--- config.mk ---
export PLATFORM = sky130hd
export DESIGN_NAME = addressable_led_frame_serializer_flat
export DESIGN_NICKNAME = d
export VERILOG_FILES = /design/src/hw/rtl/alfs_pkg.sv /design/src/hw/rtl/alfs_ifs.sv /design/src/hw/rtl/addressable_led_frame_serializer.sv /design/src/hw/rtl/alfs_ram.sv /design/src/hw/rtl/alfs_datapath.sv /design/src/hw/rtl/alfs_ctrl.sv /design/src/flat_wrapper.sv
export SDC_FILE = /design/constraint.sdc
export NUM_CORES = 1
export LEC_CHECK = 0
export BUFFER_PORTS_ARGS = -buffer_cell sky130_fd_sc_hd__buf_4
export CAP_MARGIN = 25
export CORE_MARGIN = 2
export CORE_UTILIZATION = 62
export CTS_CLUSTER_SIZE = 40
export DETAILED_ROUTE_END_ITERATION = 10
export GPL_TIMING_DRIVEN = 0
export PLACE_DENSITY = 0.84
export SLEW_MARGIN = 20
export SYNTH_ARGS = -nofsm -noshare
export SYNTH_HDL_FRONTEND = slang
export SYNTH_SLANG_ARGS = --single-unit
--- constraint.sdc ---
create_clock -name clk -period 6.05 [get_ports clk]
set_input_delay 0.3025 -clock clk [delete_from_list [all_inputs] [get_ports clk]]
set_output_delay 0.3025 -clock clk [all_outputs]
set_load 0.03 [all_outputs]
--- src/hw/rtl/alfs_pkg.sv ---
// ----------------------------------------------------------------------------
// alfs_pkg: shared types and constants of the LED frame serializer
// Symbol codes, register indexes, reset values and controller/datapath links.
// ----------------------------------------------------------------------------
package alfs_pkg;

  // symbol codes on the line
  localparam logic [1:0] SYM_GAP  = 2'd0;
  localparam logic [1:0] SYM_ZERO = 2'd1;
  localparam logic [1:0] SYM_ONE  = 2'd2;

  // configuration register indexes
  localparam int          CFG_IDX_W        = 3;
  localparam logic [2:0]  CFG_ZERO_HIGH    = 3'd0;
  localparam logic [2:0]  CFG_ZERO_LOW     = 3'd1;
  localparam logic [2:0]  CFG_ONE_HIGH     = 3'd2;
  localparam logic [2:0]  CFG_ONE_LOW      = 3'd3;
  localparam logic [2:0]  CFG_RESET_GAP    = 3'd4;
  localparam int          CFG_DATA_W       = 16;

  localparam int TIME_W = 10;
  localparam int GAP_W  = 16;

  localparam logic [TIME_W-1:0] ZERO_HIGH_RST = 10'd20;
  localparam logic [TIME_W-1:0] ZERO_LOW_RST  = 10'd43;
  localparam logic [TIME_W-1:0] ONE_HIGH_RST  = 10'd43;
  localparam logic [TIME_W-1:0] ONE_LOW_RST   = 10'd20;
  localparam logic [GAP_W-1:0]  GAP_RST       = 16'd2500;

  // one pixel is green, red, blue; top bit goes out first
  localparam int                   PIXEL_W   = 24;
  localparam int                   BIT_CNT_W = 5;
  localparam logic [BIT_CNT_W-1:0] LAST_BIT  = 5'(PIXEL_W - 1);

  typedef struct packed {
    logic clear_write;
    logic accept;
    logic gap_read;
    logic gap_emit;
    logic load_first;
    logic bit_emit;
  } alfs_cmd_t;

  typedef struct packed {
    logic clear_done;
    logic out_free;
    logic bit_last;
    logic led_last;
  } alfs_stat_t;

endpackage

--- src/hw/rtl/alfs_ifs.sv ---
// ----------------------------------------------------------------------------
// alfs_ifs: handshake channels of the LED frame serializer
// Pixel update channel and line symbol channel, valid/ready with payload.
// ----------------------------------------------------------------------------
interface alfs_pixel_if;
  logic       valid;
  logic       ready;
  logic [7:0] led_index;
  logic [7:0] red_level;
  logic [7:0] green_level;
  logic [7:0] blue_level;

  modport source (output valid, led_index, red_level, green_level, blue_level,
                  input ready);
  modport sink   (input valid, led_index, red_level, green_level, blue_level,
                  output ready);
endinterface

interface alfs_symbol_if;
  logic        valid;
  logic        ready;
  logic [1:0]  symbol_kind;
  logic [9:0]  high_time;
  logic [15:0] low_time;
  logic        index_rejected;
  logic        last_symbol;

  modport source (output valid, symbol_kind, high_time, low_time, index_rejected,
                  last_symbol, input ready);
  modport sink   (input valid, symbol_kind, high_time, low_time, index_rejected,
                  last_symbol, output ready);
endinterface

--- src/hw/rtl/addressable_led_frame_serializer.sv ---
// ----------------------------------------------------------------------------
// addressable_led_frame_serializer: pixel update to LED refresh frame
// Stores one colour per LED and emits a whole line frame per update.
// ----------------------------------------------------------------------------
// Usage:
//   pixel_in takes one update word: LED index and red, green, blue bytes.
//   A valid index writes the colour store; an index at or above NUM_LEDS
//   leaves it untouched and sets index_rejected on every symbol of the frame.
//   symbol_out then carries 1 + 24*NUM_LEDS symbol words: one reset gap,
//   then per LED green, red, blue bytes, MSB first, as zero/one bit symbols
//   with their high and low times. last_symbol marks the final bit.
//   Sequence: the accept, the gap word, a store load step, then one bit
//   word per cycle while symbol_out does not stall. The next update is
//   taken once the last bit word is in the output register.
//   A stall on symbol_out holds the output register and freezes the frame.
//   Reset loads the timing defaults, then a clearing pass zeroes every
//   entry of the colour store; pixel_in.ready stays low during it.
//   cfg_we/cfg_index/cfg_data write timing registers; write only while idle.
// ----------------------------------------------------------------------------
module addressable_led_frame_serializer import alfs_pkg::*; #(
  parameter int NUM_LEDS = 2
) (
  input  logic                  clk,
  input  logic                  rst,
  input  logic                  cfg_we,
  input  logic [CFG_IDX_W-1:0]  cfg_index,
  input  logic [CFG_DATA_W-1:0] cfg_data,
  alfs_pixel_if.sink            pixel_in,
  alfs_symbol_if.source         symbol_out
);

  alfs_cmd_t  cmd;
  alfs_stat_t stat;

  // sequencer: clearing pass, accept, gap, bit stream
  alfs_ctrl u_ctrl (
    .clk      (clk),
    .rst      (rst),
    .in_valid (pixel_in.valid),
    .in_ready (pixel_in.ready),
    .stat     (stat),
    .cmd      (cmd)
  );

  // store, shifter and the output register that parts the two channels
  alfs_datapath #(
    .NUM_LEDS (NUM_LEDS)
  ) u_dp (
    .clk            (clk),
    .rst            (rst),
    .cfg_we         (cfg_we),
    .cfg_index      (cfg_index),
    .cfg_data       (cfg_data),
    .led_index      (pixel_in.led_index),
    .red_level      (pixel_in.red_level),
    .green_level    (pixel_in.green_level),
    .blue_level     (pixel_in.blue_level),
    .cmd            (cmd),
    .stat           (stat),
    .out_valid      (symbol_out.valid),
    .out_ready      (symbol_out.ready),
    .symbol_kind    (symbol_out.symbol_kind),
    .high_time      (symbol_out.high_time),
    .low_time       (symbol_out.low_time),
    .index_rejected (symbol_out.index_rejected),
    .last_symbol    (symbol_out.last_symbol)
  );

  // one update at a time: ready drops right after an accept
  a_one_update: assert property (@(posedge clk) disable iff (rst)
    pixel_in.valid && pixel_in.ready |=> !pixel_in.ready)
    else $error("update accepted while a frame is in progress");

  // after the final bit word leaves, only a new frame's gap may follow
  a_frame_end: assert property (@(posedge clk) disable iff (rst)
    symbol_out.valid && symbol_out.ready && symbol_out.last_symbol |=>
    !symbol_out.valid || symbol_out.symbol_kind == SYM_GAP)
    else $error("bit word emitted after end of frame");

  // a gap word has no high part and never ends a frame
  a_gap_shape: assert property (@(posedge clk) disable iff (rst)
    symbol_out.valid && symbol_out.symbol_kind == SYM_GAP |->
    symbol_out.high_time == '0 && !symbol_out.last_symbol)
    else $error("malformed reset gap word");

  // a new frame only starts while the output is free of the previous one
  a_gap_after_accept: assert property (@(posedge clk) disable iff (rst)
    pixel_in.valid && pixel_in.ready |=> !symbol_out.valid ||
    symbol_out.last_symbol || symbol_out.symbol_kind == SYM_GAP)
    else $error("frame overlaps previous frame");

endmodule

--- src/hw/rtl/alfs_ram.sv ---
// ----------------------------------------------------------------------------
// alfs_ram: generic single write, single read RAM
// One write port, one read port with registered read data.
// ----------------------------------------------------------------------------
module alfs_ram #(
  parameter int WIDTH = 24,
  parameter int DEPTH = 2
) (
  input  logic                                    clk,
  input  logic                                    we,
  input  logic [((DEPTH > 1) ? $clog2(DEPTH) : 1)-1:0] waddr,
  input  logic [WIDTH-1:0]                        wdata,
  input  logic                                    re,
  input  logic [((DEPTH > 1) ? $clog2(DEPTH) : 1)-1:0] raddr,
  output logic [WIDTH-1:0]                        rdata
);

  logic [WIDTH-1:0] mem [DEPTH];

  always_ff @(posedge clk) begin
    if (we) begin
      mem[waddr] <= wdata;
    end
    if (re) begin
      rdata <= mem[raddr];
    end
  end

endmodule

--- src/hw/rtl/alfs_datapath.sv ---
// ----------------------------------------------------------------------------
// alfs_datapath: colour store, bit shifter and symbol output register
// Executes controller commands and reports counter status back.
// ----------------------------------------------------------------------------
module alfs_datapath import alfs_pkg::*; #(
  parameter int NUM_LEDS = 2
) (
  input  logic                  clk,
  input  logic                  rst,
  input  logic                  cfg_we,
  input  logic [CFG_IDX_W-1:0]  cfg_index,
  input  logic [CFG_DATA_W-1:0] cfg_data,
  input  logic [7:0]            led_index,
  input  logic [7:0]            red_level,
  input  logic [7:0]            green_level,
  input  logic [7:0]            blue_level,
  input  alfs_cmd_t             cmd,
  output alfs_stat_t            stat,
  output logic                  out_valid,
  input  logic                  out_ready,
  output logic [1:0]            symbol_kind,
  output logic [TIME_W-1:0]     high_time,
  output logic [GAP_W-1:0]      low_time,
  output logic                  index_rejected,
  output logic                  last_symbol
);

  localparam int AW = (NUM_LEDS > 1) ? $clog2(NUM_LEDS) : 1;

  logic [TIME_W-1:0]    zero_high;
  logic [TIME_W-1:0]    zero_low;
  logic [TIME_W-1:0]    one_high;
  logic [TIME_W-1:0]    one_low;
  logic [GAP_W-1:0]     gap_len;

  logic [AW-1:0]        clr_cnt;
  logic [AW-1:0]        led_cnt;
  logic [BIT_CNT_W-1:0] bit_cnt;
  logic [PIXEL_W-1:0]   shifter;
  logic                 rejected;

  logic                 in_range;
  logic                 ram_we;
  logic [AW-1:0]        ram_waddr;
  logic [PIXEL_W-1:0]   ram_wdata;
  logic                 ram_re;
  logic [AW-1:0]        ram_raddr;
  logic [PIXEL_W-1:0]   ram_rdata;
  logic [31:0]          ahead_idx;
  logic                 next_led;

  // configuration registers
  always_ff @(posedge clk) begin
    if (rst) begin
      zero_high <= ZERO_HIGH_RST;
      zero_low  <= ZERO_LOW_RST;
      one_high  <= ONE_HIGH_RST;
      one_low   <= ONE_LOW_RST;
      gap_len   <= GAP_RST;
    end else if (cfg_we) begin
      unique case (cfg_index)
        CFG_ZERO_HIGH: zero_high <= cfg_data[TIME_W-1:0];
        CFG_ZERO_LOW:  zero_low  <= cfg_data[TIME_W-1:0];
        CFG_ONE_HIGH:  one_high  <= cfg_data[TIME_W-1:0];
        CFG_ONE_LOW:   one_low   <= cfg_data[TIME_W-1:0];
        CFG_RESET_GAP: gap_len   <= cfg_data[GAP_W-1:0];
        default: ;
      endcase
    end
  end

  assign in_range  = 32'(led_index) < NUM_LEDS;
  assign stat.bit_last   = bit_cnt == LAST_BIT;
  assign stat.led_last   = led_cnt == AW'(NUM_LEDS - 1);
  assign stat.clear_done = clr_cnt == AW'(NUM_LEDS - 1);
  assign stat.out_free   = !out_valid || out_ready;

  // move on to the next LED after its last bit
  assign next_led = cmd.bit_emit && stat.bit_last && !stat.led_last;

  // store writes: clearing pass or pixel update
  assign ram_we    = cmd.clear_write || (cmd.accept && in_range);
  assign ram_waddr = cmd.clear_write ? clr_cnt : AW'(led_index);
  assign ram_wdata = cmd.clear_write ? '0 : {green_level, red_level, blue_level};

  // prefetch the LED after the one being loaded
  assign ahead_idx = 32'(led_cnt) + (cmd.load_first ? 32'd1 : 32'd2);
  assign ram_re    = cmd.gap_read ||
                     ((cmd.load_first || next_led) && (ahead_idx < NUM_LEDS));
  assign ram_raddr = cmd.gap_read ? '0 : AW'(ahead_idx);

  alfs_ram #(
    .WIDTH (PIXEL_W),
    .DEPTH (NUM_LEDS)
  ) u_store (
    .clk   (clk),
    .we    (ram_we),
    .waddr (ram_waddr),
    .wdata (ram_wdata),
    .re    (ram_re),
    .raddr (ram_raddr),
    .rdata (ram_rdata)
  );

  // counters
  always_ff @(posedge clk) begin
    if (rst) begin
      clr_cnt <= '0;
      led_cnt <= '0;
      bit_cnt <= '0;
    end else begin
      if (cmd.clear_write) begin
        clr_cnt <= clr_cnt + AW'(1);
      end
      if (cmd.accept) begin
        led_cnt <= '0;
      end else if (next_led) begin
        led_cnt <= led_cnt + AW'(1);
      end
      if (cmd.load_first) begin
        bit_cnt <= '0;
      end else if (cmd.bit_emit) begin
        bit_cnt <= stat.bit_last ? '0 : bit_cnt + BIT_CNT_W'(1);
      end
    end
  end

  // shifter and reject flag
  always_ff @(posedge clk) begin
    if (cmd.accept) begin
      rejected <= !in_range;
    end
    if (cmd.load_first || next_led) begin
      shifter <= ram_rdata;
    end else if (cmd.bit_emit) begin
      shifter <= {shifter[PIXEL_W-2:0], 1'b0};
    end
  end

  // symbol output register
  always_ff @(posedge clk) begin
    if (rst) begin
      out_valid <= 1'b0;
    end else if (cmd.gap_emit || cmd.bit_emit) begin
      out_valid <= 1'b1;
    end else if (out_ready) begin
      out_valid <= 1'b0;
    end
  end

  always_ff @(posedge clk) begin
    if (cmd.gap_emit) begin
      symbol_kind    <= SYM_GAP;
      high_time      <= '0;
      low_time       <= gap_len;
      index_rejected <= rejected;
      last_symbol    <= 1'b0;
    end else if (cmd.bit_emit) begin
      symbol_kind    <= shifter[PIXEL_W-1] ? SYM_ONE : SYM_ZERO;
      high_time      <= shifter[PIXEL_W-1] ? one_high : zero_high;
      low_time       <= GAP_W'(shifter[PIXEL_W-1] ? one_low : zero_low);
      index_rejected <= rejected;
      last_symbol    <= stat.bit_last && stat.led_last;
    end
  end

endmodule

--- src/hw/rtl/alfs_ctrl.sv ---
// ----------------------------------------------------------------------------
// alfs_ctrl: frame sequencer
// Runs the clearing pass, takes an update and steps through the frame.
// ----------------------------------------------------------------------------
module alfs_ctrl import alfs_pkg::*; (
  input  logic       clk,
  input  logic       rst,
  input  logic       in_valid,
  output logic       in_ready,
  input  alfs_stat_t stat,
  output alfs_cmd_t  cmd
);

  typedef enum logic [2:0] {
    S_CLEAR,
    S_IDLE,
    S_GAP,
    S_LOAD,
    S_BITS
  } state_t;

  state_t state;

  always_comb begin
    cmd.clear_write = state == S_CLEAR;
    cmd.accept      = in_ready && in_valid;
    cmd.gap_read    = state == S_GAP;
    cmd.gap_emit    = (state == S_GAP) && stat.out_free;
    cmd.load_first  = state == S_LOAD;
    cmd.bit_emit    = (state == S_BITS) && stat.out_free;
  end

  always_ff @(posedge clk) begin
    if (rst) begin
      state    <= S_CLEAR;
      in_ready <= 1'b0;
    end else begin
      unique case (state)
        S_CLEAR: begin
          if (stat.clear_done) begin
            state    <= S_IDLE;
            in_ready <= 1'b1;
          end
        end
        S_IDLE: begin
          if (cmd.accept) begin
            state    <= S_GAP;
            in_ready <= 1'b0;
          end
        end
        S_GAP: begin
          if (cmd.gap_emit) begin
            state <= S_LOAD;
          end
        end
        S_LOAD: begin
          state <= S_BITS;
        end
        S_BITS: begin
          if (cmd.bit_emit && stat.bit_last && stat.led_last) begin
            state    <= S_IDLE;
            in_ready <= 1'b1;
          end
        end
        default: begin
          state    <= S_CLEAR;
          in_ready <= 1'b0;
        end
      endcase
    end
  end

endmodule

--- src/flat_wrapper.sv ---
// flat-port wrapper written by rule: the top's interface ports become plain ports
module addressable_led_frame_serializer_flat import alfs_pkg::*;
#(
  parameter int NUM_LEDS = 2
)
  (clk, rst, cfg_we, cfg_index, cfg_data, pixel_in_valid, pixel_in_led_index, pixel_in_red_level, pixel_in_green_level, pixel_in_blue_level, pixel_in_ready, symbol_out_valid, symbol_out_symbol_kind, symbol_out_high_time, symbol_out_low_time, symbol_out_index_rejected, symbol_out_last_symbol, symbol_out_ready);
  alfs_pixel_if pixel_in_i ();
  alfs_symbol_if symbol_out_i ();
  input  logic clk;
  input  logic rst;
  input  logic cfg_we;
  input  logic [CFG_IDX_W-1:0] cfg_index;
  input  logic [CFG_DATA_W-1:0] cfg_data;
  input wire logic [$bits(pixel_in_i.valid)-1:0] pixel_in_valid;
  input wire logic [$bits(pixel_in_i.led_index)-1:0] pixel_in_led_index;
  input wire logic [$bits(pixel_in_i.red_level)-1:0] pixel_in_red_level;
  input wire logic [$bits(pixel_in_i.green_level)-1:0] pixel_in_green_level;
  input wire logic [$bits(pixel_in_i.blue_level)-1:0] pixel_in_blue_level;
  output wire logic [$bits(pixel_in_i.ready)-1:0] pixel_in_ready;
  output wire logic [$bits(symbol_out_i.valid)-1:0] symbol_out_valid;
  output wire logic [$bits(symbol_out_i.symbol_kind)-1:0] symbol_out_symbol_kind;
  output wire logic [$bits(symbol_out_i.high_time)-1:0] symbol_out_high_time;
  output wire logic [$bits(symbol_out_i.low_time)-1:0] symbol_out_low_time;
  output wire logic [$bits(symbol_out_i.index_rejected)-1:0] symbol_out_index_rejected;
  output wire logic [$bits(symbol_out_i.last_symbol)-1:0] symbol_out_last_symbol;
  input wire logic [$bits(symbol_out_i.ready)-1:0] symbol_out_ready;
  assign pixel_in_i.valid = pixel_in_valid;
  assign pixel_in_i.led_index = pixel_in_led_index;
  assign pixel_in_i.red_level = pixel_in_red_level;
  assign pixel_in_i.green_level = pixel_in_green_level;
  assign pixel_in_i.blue_level = pixel_in_blue_level;
  assign pixel_in_ready = pixel_in_i.ready;
  assign symbol_out_valid = symbol_out_i.valid;
  assign symbol_out_symbol_kind = symbol_out_i.symbol_kind;
  assign symbol_out_high_time = symbol_out_i.high_time;
  assign symbol_out_low_time = symbol_out_i.low_time;
  assign symbol_out_index_rejected = symbol_out_i.index_rejected;
  assign symbol_out_last_symbol = symbol_out_i.last_symbol;
  assign symbol_out_i.ready = symbol_out_ready;
  addressable_led_frame_serializer #(.NUM_LEDS(NUM_LEDS)) u_core (.clk(clk), .rst(rst), .cfg_we(cfg_we), .cfg_index(cfg_index), .cfg_data(cfg_data), .pixel_in(pixel_in_i), .symbol_out(symbol_out_i));
endmodule
==> results, run 1 <==
- The max-slew violation count is 0.
- The number of hold-repair buffers added at the cts stage is 0.
- The total length of routed wires is 16100 um.
- The clock passes through at most 2 buffers.
- The total clock buffers created by CTS is 17.
- The average detailed-routed wire length per instance is 17.9 um.
- The kind of start point of the critical path is a flop.
- The internal portion of the total power is 2.56 mW.
- On the worst path, the slowest cell contributes a delay of 0.40 ns.
- The number of global-route vias before repair was 5281.
- The number of H-tree levels is 4.
- The number of sinks on the clock net is 195.
- The busiest layer in global routing is met2.
- The post-synthesis cell count is 629.
- The number of buffers inserted by post-CTS setup repair is 0.
- The run finished with clean final reports.
- Averaged over all synthesized cells, the footprint is 12.2 um^2.
- The final worst clock skew is 0.00600 ns.
- Setup total negative slack on the finished layout was measured at 0 ns.
- For this design the ratio of total power to cell area is 382 nW/um^2.
- The final instance area is 9100 um^2.
- The first-pass iteration count of the detailed router is 5.
- The number of flops mapped to enable cells by yosys is 114.
- Registers are responsible for 51.4% of the overall power.
- The largest total area in the synthesized netlist belongs to sky130_fd_sc_hd__edfxtp_1.
- Global routing used 28.8% of the available met1 tracks.
- The worst path uses 42.9% of the clock period.
- The proportion of synthesized chip area in sequential cells is 66.0%.
- The worst pin sits at a relative slew slack of 46.9%.
- Once detail routing completed, the nets flagged for antenna violations numbered 0.
- The final critical-path required period is 2.60 ns.
- The worst-skew pair later-pin latency is 0.42 ns.
- The clock network burns 30.1% of the power.
- The number of DRC markers after the initial detailed-route iteration is 328.
- Routability-driven placement finished with a final weighted congestion of 0.843.
- The total area inside the core boundary comes to 12000 um^2.
- The commonest register cell after synthesis is sky130_fd_sc_hd__edfxtp_1.
- On the critical path, the stage with the largest delay is an instance of sky130_fd_sc_hd__nor2_1.
- The data arrival time of the critical path is 2.77 ns.
- At the pin with the least slew margin, the transition time is 0.794 ns.
- Once the floorplan was initialized, standard cells occupied 63.7% of the core.
- The met2 track demand over resource in global routing is 45.6%.
- Once placement finished, the instance area stood at 8540 um^2.
- The final setup violation count is 0.
- Excluding fillers, the count of instances in the completed layout stands at 899.
- The number of standard-cell rows in the floorplan is 40.
- The number of antenna diodes in the final layout is 0.
- The setup path with the least slack is of type flop to flop.
- The first-pass GRT wire length is 25200 um.
- Counting every net in the synthesized netlist gives 687.
- The area added between synthesis and finish is 19.0%.
- By area the synthesized netlist is led by sky130_fd_sc_hd__edfxtp_1 45%, sky130_fd_sc_hd__dfxtp_1 21%, sky130_fd_sc_hd__mux2_2 6.9%.
- The detailed placement HPWL is 11300 um.
- Net switching is 26.3% of the power.
- The max-cap violation count is 0.
- The final number of hold-violating endpoints is 0.
- The ratio of routed vias to standard cells is 5.70.
- The die span in x is 115 um.
- In the routed design, unresolved DRC markers number 0.
- The die covers 13200 um^2.
- The total placed cells including tap cells is 868.
- The worst hold path belongs to the class primary input to flop.
- Of all nets on the critical path, the largest fanout is 10.
- The TritonCTS clock tree is yes.
- The share of synthesized flip-flops with an asynchronous set or reset is 0%.
- The post-synthesis instance area is 7650 um^2.
- The highest achievable clock rate is 385 MHz.
- Clock tree synthesis selected as its root buffer the cell sky130_fd_sc_hd__clkbuf_16.
- The number of antenna violations at the first check in global routing is 0.
- The reported net switching power is 0.913 mW.
- The met3 global-route usage is 5.69%.
- Global routing consumed, over all layers together, 25.2% of the routing resources.
- Data on the critical path is required at its endpoint by 6.22 ns.
- The net count reported at finish is 799.
- After clock tree synthesis, the clock-pin slew on the worst setup and hold paths is 0.07 ns.
- The highest ir drop seen on vdd is 321 uV.
- The total of warnings raised by yosys is 0.
- STA classifies the critical path endpoint as a flop.
- Setup repair after global routing left no endpoint under its margin.
- After clock tree synthesis, the repair step resized 0 gates.
- The leakage power is 3.43 nW.
- In this run, distinct cell masters in the synthesized netlist total 37.
- The number of synthesized register bits is 195.
- The routed via count is 5126.
- 88 I/O pins were placed.
- The layout cell share with drive strength beyond 1 is 24.6%.
- The remaining global-route overflow is 0.
- The die height is 115 um.
- The largest net degree at the start of global routing is 25.
- The share of total power dissipated in combinational logic is 18.5%.
- The quantity of I/O buffers inserted on ports is 87.
- Traced cell by cell, the critical path runs through buf_4 -> nand3_1 -> inv_1 -> ha_1 -> nor2_1 -> buf_2 -> mux2_2.
- The portion of synthesized cell area occupied by the leading cell type is 44.8%.
[critical path: cells and delay by family (launching register included)]
family | cells | cell delay (ns)
DFF | 1 | 0.39
adders and majority gates | 1 | 0.24
buffers and inverters | 3 | 0.70
muxes | 1 | 0.37
and+or+nand+nor | 2 | 0.65
[final cells by class]
class                   count  area [um^2]
clock buffers              17          425
multi-input cells         394         2440
repair buffers             93          708
clock inverters            13          119
flip-flops and latches    195         5040
well taps                 147          184
fillers                   752         2910
plain buffers              35          164
inverters                   5         18.8
[layout by cell type, fill, tap and decap left out, types with 3 or more instances in the layout]
| cell type | count |
|---|---|
| sky130_fd_sc_hd__a211oi_1 | 10 |
| sky130_fd_sc_hd__a21oi_1 | 46 |
| sky130_fd_sc_hd__and2_1 | 5 |
| sky130_fd_sc_hd__and3_1 | 8 |
| sky130_fd_sc_hd__buf_2 | 7 |
| sky130_fd_sc_hd__buf_4 | 92 |
| sky130_fd_sc_hd__clkbuf_1 | 24 |
| sky130_fd_sc_hd__clkbuf_16 | 17 |
| sky130_fd_sc_hd__clkinv_2 | 5 |
| sky130_fd_sc_hd__dfxtp_1 | 81 |
| sky130_fd_sc_hd__edfxtp_1 | 114 |
| sky130_fd_sc_hd__inv_1 | 5 |
| sky130_fd_sc_hd__mux2_2 | 47 |
| sky130_fd_sc_hd__mux2i_1 | 22 |
| sky130_fd_sc_hd__nand2_1 | 135 |
| sky130_fd_sc_hd__nand2b_1 | 3 |
| sky130_fd_sc_hd__nand3_1 | 5 |
| sky130_fd_sc_hd__nand3b_1 | 21 |
| sky130_fd_sc_hd__nand4_1 | 3 |
| sky130_fd_sc_hd__nor2_1 | 22 |
| sky130_fd_sc_hd__nor2b_1 | 27 |
| sky130_fd_sc_hd__nor3_1 | 6 |
| sky130_fd_sc_hd__nor4_1 | 3 |
| sky130_fd_sc_hd__o21ai_0 | 12 |
[synthesized netlist by cell type, types with 6 or more instances]
library cell	count
sky130_fd_sc_hd__a211oi_1	10
sky130_fd_sc_hd__edfxtp_1	114
sky130_fd_sc_hd__nor2b_1	27
sky130_fd_sc_hd__clkbuf_1	24
sky130_fd_sc_hd__and3_1	8
sky130_fd_sc_hd__o21ai_0	13
sky130_fd_sc_hd__nand2_1	135
sky130_fd_sc_hd__nor2_1	22
sky130_fd_sc_hd__mux2i_1	22
sky130_fd_sc_hd__dfxtp_1	81
sky130_fd_sc_hd__mux2_2	47
sky130_fd_sc_hd__nor3_1	6
sky130_fd_sc_hd__nand3b_1	21
sky130_fd_sc_hd__a21oi_1	46
[registers in the layout, summed over array words and instances, names as in the netlist]
name,flops
u_core.u_dp.one_high,10
u_core.u_ctrl.state,3
u_core.u_dp.out_valid,1
u_core.u_dp.one_low,10
u_core.u_dp.index_rejected,1
u_core.u_dp.symbol_kind,2
u_core.u_dp.gap_len,16
u_core.u_dp.rejected,1
u_core.u_dp.shifter,24
u_core.u_dp.bit_cnt,5
u_core.u_dp.clr_cnt,1
u_core.u_ctrl.in_ready,1
u_core.u_dp.zero_high,10
u_core.u_dp.u_store.mem,48
u_core.u_dp.high_time,10
u_core.u_dp.u_store.rdata,24
u_core.u_dp.low_time,16
u_core.u_dp.last_symbol,1
u_core.u_dp.zero_low,10
u_core.u_dp.led_cnt,1
[final timing paths]
check / start / to / slack [ns] / cells after the start
max reg2reg: u_core.u_ctrl.state[1]$_SDFFE_PP0P_ / u_core.u_dp.u_store.rdata[21]$_DFFE_PP_ / 3.45 / 7
min: cfg_data[11] / u_core.u_dp.gap_len[11]$_SDFFE_PP1P_ / 0.10 / 3
min reg2reg: u_core.u_dp.rejected$_DFFE_PP_ / u_core.u_dp.index_rejected$_DFFE_PP_ / 0.42 / 0
max: u_core.u_ctrl.state[1]$_SDFFE_PP0P_ / u_core.u_dp.u_store.rdata[21]$_DFFE_PP_ / 3.45 / 7
[kinds of logic (layout without fill, tap and decap cells)]
kind of cell | Yosys count | count (layout) | synth area share, %
xor+xnor | 4 | 4 | 0.458
mux | 69 | 69 | 9.80
compound gates | 75 | 75 | 5.69
buf+inv | 40 | 163 | 2.39
simple gates | 244 | 244 | 15.3
fa+ha+maj | 2 | 2 | 0.327
flops | 195 | 195 | 66.0
[per-layer routing]
layer / part of all wire (%) / routed length [um]
met1: 38 / 6130
met2: 55 / 8840
met3: 4.9 / 788
met4: 2.2 / 353
met5: 0 / 0
[power groups by stage]
stage | clock, mW | sequential [mW] | combinational (mW)
3_3_place_gp | 0 | 1.82 | 0.571
3_5_place_dp | 0 | 1.81 | 0.636
6_report | 1.05 | 1.79 | 0.642
5_1_grt | 1.11 | 1.80 | 0.698
2_1_floorplan | 0 | 1.89 | 0.311
4_1_cts | 1.05 | 1.79 | 0.644
[through the flow]
step / util, % / setup slack [ns] / hold slack, ns / power [mW]
after global placement: 70.6 / 0.695 / 0.403 / 2.39
after detailed placement: 71.1 / 3.43 / 0.405 / 2.45
final: 75.8 / 3.45 / 0.103 / 3.47
after CTS: 75.6 / 3.44 / 0.0973 / 3.49
after floorplan: - / 2.22 / 0.400 / 2.20
after global routing: 75.8 / 3.29 / 0.119 / 3.61
No activity file was read; power rests on OpenSTA's default activity.
==> run 2: changes to the inputs <==
Settings changed: CORE_UTILIZATION 62 to 58, PLACE_DENSITY 0.84 to 0.79.
Clock period 6.05 ns to 2.4 ns, I/O delays scaled along.
==> results, run 2 (same netlist as run 1, synthesis figures left out) <==
- The final antenna diode count is 0.
- Global routing used 25.3% of the available tracks across all layers.
- The starting density of the core is 60.1%.
- The number of antenna violations at the first check in global routing is 0.
- The data arrival time of the critical path is 2.53 ns.
- The areal power density over the cells is 973 nW/um^2.
- The number of standard-cell rows in the floorplan is 41.
- The first-pass GRT wire length is 27200 um.
- The kind of critical path is flop to flop.
- The kind of start point of the critical path is a flop.
- The non-filler instance count after layout is 937.
- Based on the critical path, the design can be clocked at up to 426 MHz.
- The slowest cell on the critical path is sky130_fd_sc_hd__dfxtp_1.
- The worst slew margin relative to its limit is 37.9%.
- The largest buffer count on any clock path is 2.
- The boundary pin count is 88.
- The total length of routed wires is 17400 um.
- The final worst clock skew is 0.00861 ns.
- The register with the most flip-flops in the layout has 48 of them.
- By instance count, the cell type seen most on the critical path is sky130_fd_sc_hd__buf_4.
- The die area is 14100 um^2.
- The total area inside the core boundary comes to 12700 um^2.
- The first detailed-routing pass took 5 iterations.
- The leading cell type in the layout, fill and taps excluded is sky130_fd_sc_hd__nand2_1.
- The H-tree was split into 4 levels.
- The last weighted congestion value of the routability-driven placer is 0.826.
- The largest net degree at the start of global routing is 25.
- Clock latency on the worst-skew pair, taken at its later pin, is 0.43 ns.
- The buffers plus inverters on the worst setup path is 3.
- The final number of hold-violating endpoints is 0.
- Setup repair after global routing could not meet its margin everywhere.
- The detail route stage leaves a number of antenna-violating nets equal to 0.
- The layout cell share with drive strength beyond 1 is 23.9%.
- The largest registers in the layout are u_core.u_dp.u_store.mem: 48 flops, u_core.u_dp.shifter: 24 flops, u_core.u_dp.u_store.rdata: 24 flops.
- The HPWL after detailed placement is 11100 um.
- The clock drives 195 sinks.
- The count of buffers added on input and output ports is 87.
- The worst setup path is captured at a flop.
- The largest single stage delay on the critical path is 0.38 ns.
- Along the worst path, the maximum fanout reaches 10.
- In this run the number of cells on the critical path is 7.
- Once placement completed, the tool counted placed cells totaling 890.
- The tree is rooted in a sky130_fd_sc_hd__clkbuf_16.
- From left edge to right edge, the die measures 119 um.
- The worst-case setup slack after placement is -0.184 ns.
- The number of buffers inserted by post-CTS setup repair is 0.
- The register ranked first by flip-flop count is u_core.u_dp.u_store.mem.
- The end of the critical path is u_core.u_dp.u_store.rdata[16]$_DFFE_PP_.
- The launching point of the worst reg2reg path is u_core.u_ctrl.state[1]$_SDFFE_PP0P_.
- The final critical-path required period is 2.35 ns.
- The count of unresolved DRC violations after routing is 0.
- The routed via count is 5319.
- The register-to-register setup slack is 0.05 ns.
- The area added between synthesis and finish is 22.2%.
- The number of global-route vias before repair came to 5435.
- For this design the static power due to leakage is 3.50 nW.
- The number of cell instances on the worst register-to-register path is 7.
- The TritonCTS clock tree is yes.
- The max-cap violation count is 0.
- The CTS clock-pin slew for the worst setup and hold paths is 0.07 ns.
- The final setup violation count is 0.
- The average detailed-routed wire length per instance is 18.5 um.
- The max-slew violation count is 0.
- The total clock buffers created by CTS is 17.
- Across all setup checks in the final design, the least slack found is 0.0503 ns.
- Leaving out fill and tap cells, the most frequent cells in the layout are 133 x sky130_fd_sc_hd__nand2_1, 114 x sky130_fd_sc_hd__edfxtp_1, 93 x sky130_fd_sc_hd__buf_4.
- Tracing the worst setup path back leads to its startpoint at u_core.u_ctrl.state[1]$_SDFFE_PP0P_.
- The slew at the pin closest to its max-slew limit is 0.928 ns.
- The net count reported at finish is 811.
- Traced cell by cell, the critical path runs through buf_4 -> nand3_1 -> inv_1 -> ha_1 -> nor2_4 -> buf_4 -> mux2_2.
- The required time of the critical path is 2.58 ns.
- Dividing the detail-routed via count by the number of cells gives 5.68.
- The flow ran to the end, and the final reports show no timing, DRC or antenna violations.
- The highest ir drop seen on vdd is 691 uV.
- The worst register-to-register path ends at u_core.u_dp.u_store.rdata[16]$_DFFE_PP_.
- The final critical path takes up 97.9% of the cycle.
- The number of DRC markers after the initial detailed-route iteration is 387.
- Hold timing on the final database bottoms out at a slack of 0.0264 ns.
- The kind of cell with the highest combined delay along the critical path is buffers and inverters.
- The path class of the tightest hold or removal check is primary input to flop.
- The die height is 119 um.
- The post-route core utilization is 73.5%.
- After global routing the overflow that remains totals 0.
==> run 2: changes by cell type in the layout (fill, tap and decap cells not counted), sizes merged, moves of 2 or more <==
cell         delta
clkbuf          +3
bufinv          +2
clkinv          -2
dlygate4sd3    +16
buf             -4
==> run 2: per-stage QoR <==
step	instance area, um^2	setup TNS (ns)	power, mW
floorplan	7670	0	5.55
detailed placement	8560	-5.55	6.20
CTS	9330	0	9.10
global route	9350	-0.223	9.42
global placement	8540	-18.28	6.07
finish	9350	0	9.10
==> run 2: layout make-up <==
class	count	area [um^2]
plain buffers	35	170
clock buffers	20	437
clock inverters	11	161
fillers	862	3380
inverters	5	18.8
multi-input cells	394	2470
flip-flops and latches	195	5040
well taps	172	215
repair buffers	105	832
==> run 2: worst min-delay path by stage <==
stage                                       from                                 endpoint  slack (ns)  cells after the start
final                     pixel_in_blue_level[7]  u_core.u_dp.u_store.mem[0][7]$_DFFE_PP_        0.03                      2
after global routing      pixel_in_blue_level[7]  u_core.u_dp.u_store.mem[0][7]$_DFFE_PP_        0.03                      2
after CTS                 pixel_in_blue_level[7]  u_core.u_dp.u_store.mem[0][7]$_DFFE_PP_        0.02                      2
after detailed placement            cfg_data[11]     u_core.u_dp.gap_len[11]$_SDFFE_PP1P_        0.35                      3
after global placement              cfg_data[11]     u_core.u_dp.gap_len[11]$_SDFFE_PP1P_        0.35                      3
after floorplan                      cfg_data[2]      u_core.u_dp.gap_len[2]$_SDFFE_PP1P_        0.24                      2
==> run 2: power breakdown <==
part	internal (mW)	switching [mW]
logic	0.638	1.04
clock network	1.73	1.19
registers	4.32	0.185
total	6.69	2.41
==> run 2: per-layer routing <==
layer  vias up  track usage, %  wire (um)
met4         0            12.4        558
met1      2586            29.5       6600
li1       2469               -          -
met3        42            6.61       1080
met2       222            43.2       9110
met5         -               0          0
==> run 2: repair_timing <==
item | in CTS | in global routing
hold buffers | 16 | 0
endpoints found under the setup margin | 52 | 29
endpoints found under the hold margin | 56 | 0
resized for setup | 5 | 2
gates cloned | 0 | 0
pin swaps | 0 | 1
